===== src/grid_path_shortcut_defines.svh =====
// Assertion macros shared by the grid path shortcut RTL.
`ifndef GRID_PATH_SHORTCUT_DEFINES_SVH
`define GRID_PATH_SHORTCUT_DEFINES_SVH

// Same-cycle implication, disabled while reset is asserted.
`define GPS_ASSERT_IMPL(label, clk, rstn, ante, cons) \
    label: assert property (@(posedge clk) disable iff (!(rstn)) (ante) |-> (cons)) \
        else $error("grid_path_shortcut: same-cycle check failed");

// Next-cycle implication, disabled while reset is asserted.
`define GPS_ASSERT_NEXT(label, clk, rstn, ante, cons) \
    label: assert property (@(posedge clk) disable iff (!(rstn)) (ante) |=> (cons)) \
        else $error("grid_path_shortcut: next-cycle check failed");

`endif


===== src/gps_pkg.sv =====
// Package with types and constants of the grid path shortcut.
package gps_pkg;

    localparam int COORD_W     = 8;
    localparam int MAX_SIDE    = 1 << COORD_W;
    localparam int MAP_AW      = 2 * COORD_W;
    localparam int MAP_DEPTH   = 1 << MAP_AW;
    localparam int DIM_W       = COORD_W + 1;
    localparam int MAX_CORNERS = 64;
    localparam int CORNER_AW   = $clog2(MAX_CORNERS);
    localparam int COUNT_W     = CORNER_AW + 1;
    localparam int POINT_W     = 2 * COORD_W;
    localparam int ERR_W       = COORD_W + 4;

    localparam logic signed [7:0] BLOCKED_CODE = 8'sd100;
    localparam logic [DIM_W-1:0]  DIM_RESET    = DIM_W'(MAX_SIDE);

    localparam logic OP_GRID = 1'b0;
    localparam logic OP_PATH = 1'b1;

    localparam logic REG_WIDTH  = 1'b0;
    localparam logic REG_HEIGHT = 1'b1;

    localparam logic [1:0] RAW_ZERO = 2'd0;
    localparam logic [1:0] RAW_ONE  = 2'd1;
    localparam logic [1:0] RAW_TWO  = 2'd2;
    localparam logic [1:0] RAW_MANY = 2'd3;

    typedef struct packed {
        logic              operation;
        logic [7:0]        cell_x;
        logic [7:0]        cell_y;
        logic signed [7:0] occupancy;
        logic              path_end;
    } in_item_t;

    typedef struct packed {
        logic [7:0] out_x;
        logic [7:0] out_y;
        logic       out_last;
        logic       overflow;
    } out_item_t;

    typedef struct packed {
        logic [COORD_W-1:0] y;
        logic [COORD_W-1:0] x;
    } point_t;

    typedef enum logic [3:0] {
        ST_IDLE,
        ST_SHORT_FIRST,
        ST_SHORT_SECOND,
        ST_STORE_END,
        ST_RD_I,
        ST_LOAD_I,
        ST_CHECK_J,
        ST_RD_J,
        ST_LOAD_J,
        ST_BOUNDS,
        ST_WALK_A,
        ST_WALK_B,
        ST_EMIT_I,
        ST_NEXT_I,
        ST_EMIT_END
    } state_t;

    typedef enum logic [1:0] {
        SRC_FIRST,
        SRC_SECOND,
        SRC_CORNER,
        SRC_END
    } emit_src_t;

    typedef struct packed {
        logic      accept;
        logic      store_end;
        logic      rd_sel_i;
        logic      load_i;
        logic      load_j;
        logic      walk_step;
        logic      dec_j;
        logic      take_far_j;
        logic      next_i;
        logic      emit;
        emit_src_t emit_src;
        logic      emit_last;
        logic      clear_path;
    } ctrl_cmd_t;

    typedef struct packed {
        logic       in_op;
        logic       in_end;
        logic [1:0] raw;
        logic       out_free;
        logic       j_more;
        logic       bounds_ok;
        logic       blocked;
        logic       at_end;
        logic       more_i;
    } dp_status_t;

endpackage


===== src/gps_ctrl.sv =====
// Controller state machine of the grid path shortcut.
module gps_ctrl (
    input  logic                aclk,
    input  logic                aresetn,
    input  logic                s_valid,
    output logic                s_ready,
    input  gps_pkg::dp_status_t sts,
    output gps_pkg::ctrl_cmd_t  cmd
);

    gps_pkg::state_t state_reg;
    gps_pkg::state_t state_next;

    always_ff @(posedge aclk) begin
        if (!aresetn) begin
            state_reg <= gps_pkg::ST_IDLE;
        end else begin
            state_reg <= state_next;
        end
    end

    always_comb begin
        state_next = state_reg;
        case (state_reg)
            gps_pkg::ST_IDLE: begin
                if (s_valid && sts.in_op == gps_pkg::OP_PATH && sts.in_end) begin
                    if (sts.raw == gps_pkg::RAW_ZERO) begin
                        state_next = gps_pkg::ST_EMIT_END;
                    end else if (sts.raw == gps_pkg::RAW_MANY) begin
                        state_next = gps_pkg::ST_STORE_END;
                    end else begin
                        state_next = gps_pkg::ST_SHORT_FIRST;
                    end
                end
            end
            gps_pkg::ST_SHORT_FIRST: begin
                if (sts.out_free) begin
                    state_next = (sts.raw == gps_pkg::RAW_TWO) ?
                        gps_pkg::ST_SHORT_SECOND : gps_pkg::ST_EMIT_END;
                end
            end
            gps_pkg::ST_SHORT_SECOND: begin
                if (sts.out_free) begin
                    state_next = gps_pkg::ST_EMIT_END;
                end
            end
            gps_pkg::ST_STORE_END: state_next = gps_pkg::ST_RD_I;
            gps_pkg::ST_RD_I:      state_next = gps_pkg::ST_LOAD_I;
            gps_pkg::ST_LOAD_I:    state_next = gps_pkg::ST_CHECK_J;
            gps_pkg::ST_CHECK_J: begin
                state_next = sts.j_more ? gps_pkg::ST_RD_J : gps_pkg::ST_EMIT_I;
            end
            gps_pkg::ST_RD_J:   state_next = gps_pkg::ST_LOAD_J;
            gps_pkg::ST_LOAD_J: state_next = gps_pkg::ST_BOUNDS;
            gps_pkg::ST_BOUNDS: begin
                state_next = sts.bounds_ok ? gps_pkg::ST_WALK_A : gps_pkg::ST_CHECK_J;
            end
            gps_pkg::ST_WALK_A: state_next = gps_pkg::ST_WALK_B;
            gps_pkg::ST_WALK_B: begin
                if (sts.blocked) begin
                    state_next = gps_pkg::ST_CHECK_J;
                end else if (sts.at_end) begin
                    state_next = gps_pkg::ST_EMIT_I;
                end else begin
                    state_next = gps_pkg::ST_WALK_A;
                end
            end
            gps_pkg::ST_EMIT_I: begin
                if (sts.out_free) begin
                    state_next = gps_pkg::ST_NEXT_I;
                end
            end
            gps_pkg::ST_NEXT_I: begin
                state_next = sts.more_i ? gps_pkg::ST_RD_I : gps_pkg::ST_EMIT_END;
            end
            gps_pkg::ST_EMIT_END: begin
                if (sts.out_free) begin
                    state_next = gps_pkg::ST_IDLE;
                end
            end
            default: state_next = gps_pkg::ST_IDLE;
        endcase
    end

    always_comb begin
        s_ready        = 1'b0;
        cmd            = '0;
        cmd.emit_src   = gps_pkg::SRC_END;
        case (state_reg)
            gps_pkg::ST_IDLE: begin
                s_ready    = 1'b1;
                cmd.accept = s_valid;
            end
            gps_pkg::ST_SHORT_FIRST: begin
                cmd.emit     = sts.out_free;
                cmd.emit_src = gps_pkg::SRC_FIRST;
            end
            gps_pkg::ST_SHORT_SECOND: begin
                cmd.emit     = sts.out_free;
                cmd.emit_src = gps_pkg::SRC_SECOND;
            end
            gps_pkg::ST_STORE_END: cmd.store_end = 1'b1;
            gps_pkg::ST_RD_I:      cmd.rd_sel_i  = 1'b1;
            gps_pkg::ST_LOAD_I:    cmd.load_i    = 1'b1;
            gps_pkg::ST_CHECK_J:   cmd.rd_sel_i  = 1'b0;
            gps_pkg::ST_RD_J:      cmd.rd_sel_i  = 1'b0;
            gps_pkg::ST_LOAD_J:    cmd.load_j    = 1'b1;
            gps_pkg::ST_BOUNDS:    cmd.dec_j     = !sts.bounds_ok;
            gps_pkg::ST_WALK_A:    cmd.rd_sel_i  = 1'b0;
            gps_pkg::ST_WALK_B: begin
                cmd.dec_j      = sts.blocked;
                cmd.take_far_j = !sts.blocked && sts.at_end;
                cmd.walk_step  = !sts.blocked && !sts.at_end;
            end
            gps_pkg::ST_EMIT_I: begin
                cmd.emit     = sts.out_free;
                cmd.emit_src = gps_pkg::SRC_CORNER;
                cmd.next_i   = sts.out_free;
            end
            gps_pkg::ST_NEXT_I: cmd.rd_sel_i = 1'b0;
            gps_pkg::ST_EMIT_END: begin
                cmd.emit       = sts.out_free;
                cmd.emit_src   = gps_pkg::SRC_END;
                cmd.emit_last  = 1'b1;
                cmd.clear_path = sts.out_free;
            end
            default: s_ready = 1'b0;
        endcase
    end

endmodule


===== config.mk =====
export PLATFORM = sky130hd
export DESIGN_NAME = gps_ctrl
export DESIGN_NICKNAME = d
export VERILOG_FILES = /design/src/grid_path_shortcut_defines.svh /design/src/gps_pkg.sv /design/src/gps_ctrl.sv
export SDC_FILE = /design/constraint.sdc
export NUM_CORES = 1
export LEC_CHECK = 0
export ABC_AREA = 1
export ABC_CLOCK_PERIOD_IN_PS = 2900
export BUFFER_PORTS_ARGS = -buffer_cell sky130_fd_sc_hd__buf_2
export CAP_MARGIN = 20
export CORE_AREA = 10 10 47 49
export DETAILED_ROUTE_END_ITERATION = 12
export DIE_AREA = 0 0 57 59
export PLACE_DENSITY = 0.78
export SYNTH_ARGS = -nofsm -noshare
export SYNTH_HDL_FRONTEND = slang
export SYNTH_SLANG_ARGS = --single-unit

===== constraint.sdc =====
create_clock -name aclk -period 2.9 [get_ports aclk]
set_input_delay 0.435 -clock aclk [delete_from_list [all_inputs] [get_ports aclk]]
set_output_delay 0.435 -clock aclk [all_outputs]
set_load 0.05 [all_outputs]

==> results.sh, run 1 <==
export IMPL_status="completed"
export IMPL_cts_setup_buffers=0
export IMPL_fin_setup_tns_ns=0
export IMPL_startpoint_type="register"
export IMPL_slowest_stage="dfxtp_1"
export IMPL_synth_cell_types=16
export IMPL_die_area_sq_um=3360
export IMPL_drt_initial_drc_count=26
export IMPL_grt_start_max_net_pins=8
export IMPL_io_pins=28
export IMPL_p_leak_uw=0.000505
export IMPL_ys_seq_elements=4
export IMPL_yosys_area_share_simple_pct=58.6
export IMPL_yosys_area_share_adder_pct=4.18
export IMPL_yosys_warnings=0
export IMPL_clock_root_buffer="clkbuf_4"
export IMPL_rows=14
export IMPL_rsz0062_at_grt="no"
export IMPL_clock_sinks=4
export IMPL_finalCriticalPeriod_ns=2.07
export IMPL_path_clk_slew_ns=0.04
export IMPL_cp_slowest_stage_delay_ns=0.45
export IMPL_synth_net_count=134
export IMPL_placed_cell_area_sq_um=753
export IMPL_skew_ns=0.00199
export IMPL_cts_tree="built"
export IMPL_synth_mux_area_fraction_pct=0
export IMPL_cp_arrival_ns=1.64
export IMPL_crit_chain="inv_2, nor2_2, nand2_2, inv_1, nor2_1, a21oi_1, buf_2"
export IMPL_cts_resized=0
export IMPL_clockBufferDepth=2
export IMPL_vias=797
export IMPL_hp_class="in -> reg"
export IMPL_die_h_microns=59
export IMPL_finalCritPeriodShare_pct=71.5
export IMPL_post_route_drc_count=0
export IMPL_synth_top_family_by_area="simple AND/OR/NAND/NOR gates"
export IMPL_p_per_area_nw_per_um2=1400
export IMPL_io_buffers=27
export IMPL_netlist_area_sq_um=598
export IMPL_crit_family="buffers and inverters"
export IMPL_core_area_sq_um=1400
export IMPL_ctsHoldBuffers=0
export IMPL_diodes=0
export IMPL_nFillCells=146
export IMPL_h_tree_depth=1
export IMPL_cts_buffers=3
export IMPL_hpwl_mm=1.56
export IMPL_slew_violations=0
export IMPL_cp_max_fo=6
export IMPL_area_growth_syn_to_layout_pct=29.7
export IMPL_largest_reg_flops=4
export IMPL_required_ns=2.47
export IMPL_gp_congestion=0.954
export IMPL_finalHoldViolCount=0
export IMPL_initial_core_util_pct=42.7
export IMPL_drive_gt1_share_pct=30.2
export IMPL_synth_area_per_cell_sq_um=5.03
export IMPL_grtUsageTotal_pct=11.6
export IMPL_fp_dieW_microns=57
export IMPL_drv_cap=0
export IMPL_grt_ovfl_total=0
export IMPL_synth_xor_area_share_pct=0
export IMPL_synth_compound_area_share_pct=10.0
export IMPL_viasPerCell=4.83
export IMPL_tightest_slew_ns=0.295
export IMPL_criticalPathCategory="reg -> out"
export IMPL_setup_violations=0
export IMPL_antenna_found_initial=0
export IMPL_synthCells=119
export IMPL_postRouteAntennaNets=0
export IMPL_grt_pass1_vias=773
export IMPL_crit_path_end_kind="output pin"
export IMPL_clk_latency_ns=0.25
export IMPL_final_nets=166
export IMPL_routedWlPerCell_microns=11.1
export IMPL_path_buf_inv=3
export IMPL_fin_area_sq_um=776
export IMPL_grt_pass1_wl_mm=3.16
export IMPL_synth_seq_area_share_pct=13.4
export IMPL_slew_headroom_pct=80.3
export IMPL_fmax_mhz=482
export IMPL_drt_wl_total_mm=1.83
export IMPL_ir_drop_mv=0.923
export IMPL_drt_pass1_iter_count=4
[final timing paths]
check	from	depth (start not counted)	to	slack (ns)
hold / removal	aresetn	3	state_reg[3]	0.46
setup reg to reg	state_reg[1]	8	state_reg[1]	1.53
hold reg to reg	state_reg[3]	2	state_reg[3]	0.56
setup / recovery	state_reg[0]	7	cmd[4]	0.83
[logic make-up (layout without fill, tap and decap cells)]
logic type	count (synthesis)	in the layout
simple gates	80	80
buf+inv	22	52
compound gates	11	11
flops	4	4
fa+ha+maj	2	2
[routing by layer]
metal | global-route usage (%) | vias to the layer above | wire, microns
met1 | 12.7 | 329 | 739
met4 | 8.05 | 0 | 68
li1 | - | 424 | -
met3 | 5.36 | 6 | 182
met5 | 0 | - | 0
met2 | 17.4 | 38 | 835
[stage by stage]
| step | instances | setup WS [ns] | power, uW | util, % | hold slack, ns |
|---|---|---|---|---|---|
| final | 165 | 0.826 | 1090 | 55.4 | 0.465 |
| after global placement | 162 | 1.17 | 1010 | 53.8 | 0.536 |
| after floorplan | 119 | 0.563 | 830 | - | 0.514 |
| after CTS | 165 | 0.839 | 1090 | 55.4 | 0.462 |
| after global routing | 165 | 0.684 | 1190 | 55.4 | 0.490 |
| after detailed placement | 162 | 1.11 | 1010 | 53.8 | 0.551 |
[worst register-to-register path: cells and delay by family (launching register included)]
family	cells	cell delay [ns]
compound gates	1	0.12
simple gates	6	0.61
buf+inv	1	0.10
flops	1	0.48
[final cells by class]
| type | instances | area [sq um] | area share [%] |
|---|---|---|---|
| Multi-Input combinational cell | 93 | 435 | 56.1 |
| Tap cell | 16 | 20.0 | 2.58 |
| Sequential cell | 4 | 80.1 | 10.3 |
| Inverter | 22 | 82.6 | 10.6 |
| Clock buffer | 3 | 22.5 | 2.90 |
| Timing Repair Buffer | 27 | 135 | 17.4 |
[cell usage after synthesis, drive strengths merged]
library cell / instances / area [sq um]
nand2: 43 / 166
nor2: 25 / 111
inv: 22 / 82.6
a21oi: 6 / 30.0
nand3: 6 / 35.0
dfxtp: 4 / 80.1
nand3b: 3 / 22.5
nor3: 3 / 15.0
o21ai: 3 / 15.0
ha: 2 / 25.0
o211ai: 2 / 15.0
[layout by cell type, fill, tap and decap left out, drive strengths merged]
cell type,n
nor2,25
nor3,3
nand3b,3
nand3,6
clkbuf,3
inv,22
o21ai,3
buf,27
a21oi,6
dfxtp,4
nand2,43
ha,2
o211ai,2
[power breakdown]
| group | switching [uW] | leakage, uW | internal, uW |
|---|---|---|---|
| clock network | 26.9 | 0.0000138 | 46.5 |
| registers | 49.6 | 0.0000328 | 84.5 |
| logic | 649 | 0.000458 | 229 |
| total | 726 | 0.000505 | 360 |
(Power assumes the default switching activity.)
==> inputs of run 2 (changes only) <==
ABC_CLOCK_PERIOD_IN_PS = 2050   (was 2900)
CORE_AREA = not set   (was 10 10 47 49)
CORE_MARGIN = 10   (was not set)
CORE_UTILIZATION = 45   (was not set)
DIE_AREA = not set   (was 0 0 57 59)
clock period = 2.05 ns   (was 2.9 ns; I/O delays follow)
==> run 2 against run 1 <==
  * Worst hold slack lost 0.12 ns
  * Sequential cell count did not move
  * Global-route usage is 0.55 points lower
  * Clock power is 29% higher
  * Die area is 5.2% lower
  * Via count decreased by 0.13%
  * Sequential power is 45% higher
  * Sequential share of layout area shrank 0.066 points
  * Critical path type unchanged
  * Critical endpoint unchanged
  * Largest power group unchanged
==> results.sh, run 2 (synthesis gave the netlist of run 1 again) <==
export IMPL_status="completed"
export IMPL_tightest_slew_ns=0.303
export IMPL_rows=13
export IMPL_r2r_start="state_reg[1]"
export IMPL_final_common_cell="nand2_1"
export IMPL_pwr_share_comb_pct=81.4
export IMPL_post_route_drc_count=0
export IMPL_final_nets=166
export IMPL_cp_max_fo=6
export IMPL_whs_path_depth=3
export IMPL_diodes=0
export IMPL_min_delay_start="aresetn"
export IMPL_final_cell_mix="nand2_1, buf_2, inv_1, nor2_1, nor2_2"
export IMPL_grt_ovfl_total=0
export IMPL_clock_root_buffer="clkbuf_4"
export IMPL_required_ns=1.74
export IMPL_path_clk_slew_ns=0.04
export IMPL_crit_chain="inv_2, nor2_2, nand2_2, inv_1, nor2_2, a21oi_2, buf_2"
export IMPL_cp_arrival_ns=1.62
export IMPL_grt_start_max_net_pins=8
export IMPL_area_growth_syn_to_layout_pct=30.5
export IMPL_fin_cells=164
export IMPL_hp_class="in -> reg"
export IMPL_routedWlPerCell_microns=11.2
export IMPL_die_area_sq_um=3190
export IMPL_fin_util_pct=61.5
export IMPL_clockBufferDepth=2
export IMPL_gp_congestion=0.873
export IMPL_finalCritPeriodShare_pct=94.3
export IMPL_fin_setup_tns_ns=0
export IMPL_grt_pass1_wl_mm=3.03
export IMPL_h_tree_depth=1
export IMPL_largest_reg_flops=4
export IMPL_fin_hold_ws_ns=0.349
export IMPL_hpwl_mm=1.60
export IMPL_drt_pass1_iter_count=4
export IMPL_io_pins=28
export IMPL_criticalPathCategory="reg -> out"
export IMPL_drv_cap=0
export IMPL_rr_worst_depth=9
export IMPL_finalHoldViolCount=0
export IMPL_antenna_found_initial=0
export IMPL_fmax_mhz=518
export IMPL_timing_rr_end="state_reg[2]"
export IMPL_placed_cells=161
export IMPL_startpoint_type="register"
export IMPL_critPathMostFrequentCell="nor2_2"
export IMPL_p_per_area_nw_per_um2=1980
export IMPL_p_seq_share_pct=12.5
export IMPL_cts_resized=0
export IMPL_grt_pass1_vias=723
export IMPL_grtUsageTotal_pct=11.0
export IMPL_skew_ns=0.00571
export IMPL_slew_headroom_pct=79.8
export IMPL_viasPerCell=4.85
export IMPL_swShare_pct=66.8
export IMPL_p_sw_uw=1040
export IMPL_ir_drop_mv=1.02
export IMPL_ctsHoldBuffers=0
export IMPL_slowest_stage="dfxtp_1"
export IMPL_drt_wl_total_mm=1.84
export IMPL_rsz0062_at_grt="no"
export IMPL_die_h_microns=56.5
export IMPL_drt_initial_drc_count=19
export IMPL_worst_hold_path_endpoint="state_reg[0]"
export IMPL_cts_setup_buffers=0
export IMPL_drive_gt1_share_pct=31.5
export IMPL_initial_core_util_pct=47.1
export IMPL_setup_violations=0
export IMPL_fp_dieW_microns=56.5
export IMPL_clk_latency_ns=0.23
export IMPL_crit_path_end_kind="output pin"
export IMPL_core_area_sq_um=1270
export IMPL_p_leak_uw=0.000505
export IMPL_cp_slowest_stage_delay_ns=0.44
export IMPL_timing_reg2reg_setup_slack_ns=0.67
export IMPL_postRouteAntennaNets=0
export IMPL_cts_tree="built"
export IMPL_p_clk_share_pct=6.1
export IMPL_io_buffers=27
export IMPL_vias=796
export IMPL_slew_violations=0
export IMPL_finalCriticalPeriod_ns=1.93
export IMPL_p_int_uw=514
export IMPL_clock_sinks=4
export IMPL_cts_buffers=3
[run 2: cell counts in the layout (fill, tap and decap cells not counted)]
No cell type changed its count.
[run 2: critical path, delay by kind of cell (launching register included)]
kind,cells,cell delay (ns)
buf+inv,3,0.49
flops,1,0.44
simple gates,3,0.36
compound gates,1,0.11
[run 2: stage by stage]
step	total power [uW]	cell area [sq um]	worst slack, ns
final	1550	781	0.118
after floorplan	1190	604	0.0454
after global placement	1430	758	0.458
after global routing	1680	781	0.0298
after CTS	1550	781	0.115
after detailed placement	1450	758	0.382
[run 2: how the worst max path moves through the flow]
stage / start / endpoint / slack, ns
after floorplan: state_reg[1] / cmd[6] / 0.05
after global placement: state_reg[0] / cmd[4] / 0.46
after detailed placement: state_reg[0] / cmd[4] / 0.38
after CTS: state_reg[0] / cmd[4] / 0.12
after global routing: state_reg[0] / cmd[4] / 0.03
final: state_reg[0] / cmd[4] / 0.12
[run 2: power groups by stage]
stage / Sequential, uW / Combinational [uW] / Clock (uW)
final: 194 / 1260 / 94.9
after global routing: 200 / 1380 / 99.1
after CTS: 190 / 1260 / 97.2
after detailed placement: 191 / 1260 / 0
after global placement: 186 / 1240 / 0
after floorplan: 176 / 1010 / 0
[run 2: final cells by class]
class,count,area (sq um)
inverters,22,82.6
flip-flops and latches,4,80.1
repair buffers,27,135
clock buffers,3,22.5
well taps,15,18.8
fillers,134,488
multi-input cells,93,442
[run 2: routing by layer]
metal  global-route usage (%)  vias to the layer above  routed length [microns]
met5                        0                        -                        0
met4                     3.09                        0                       12
met3                     2.70                        2                      132
met2                     19.9                       34                      886
met1                     12.2                      332                      811
li1                         -                      428                        -
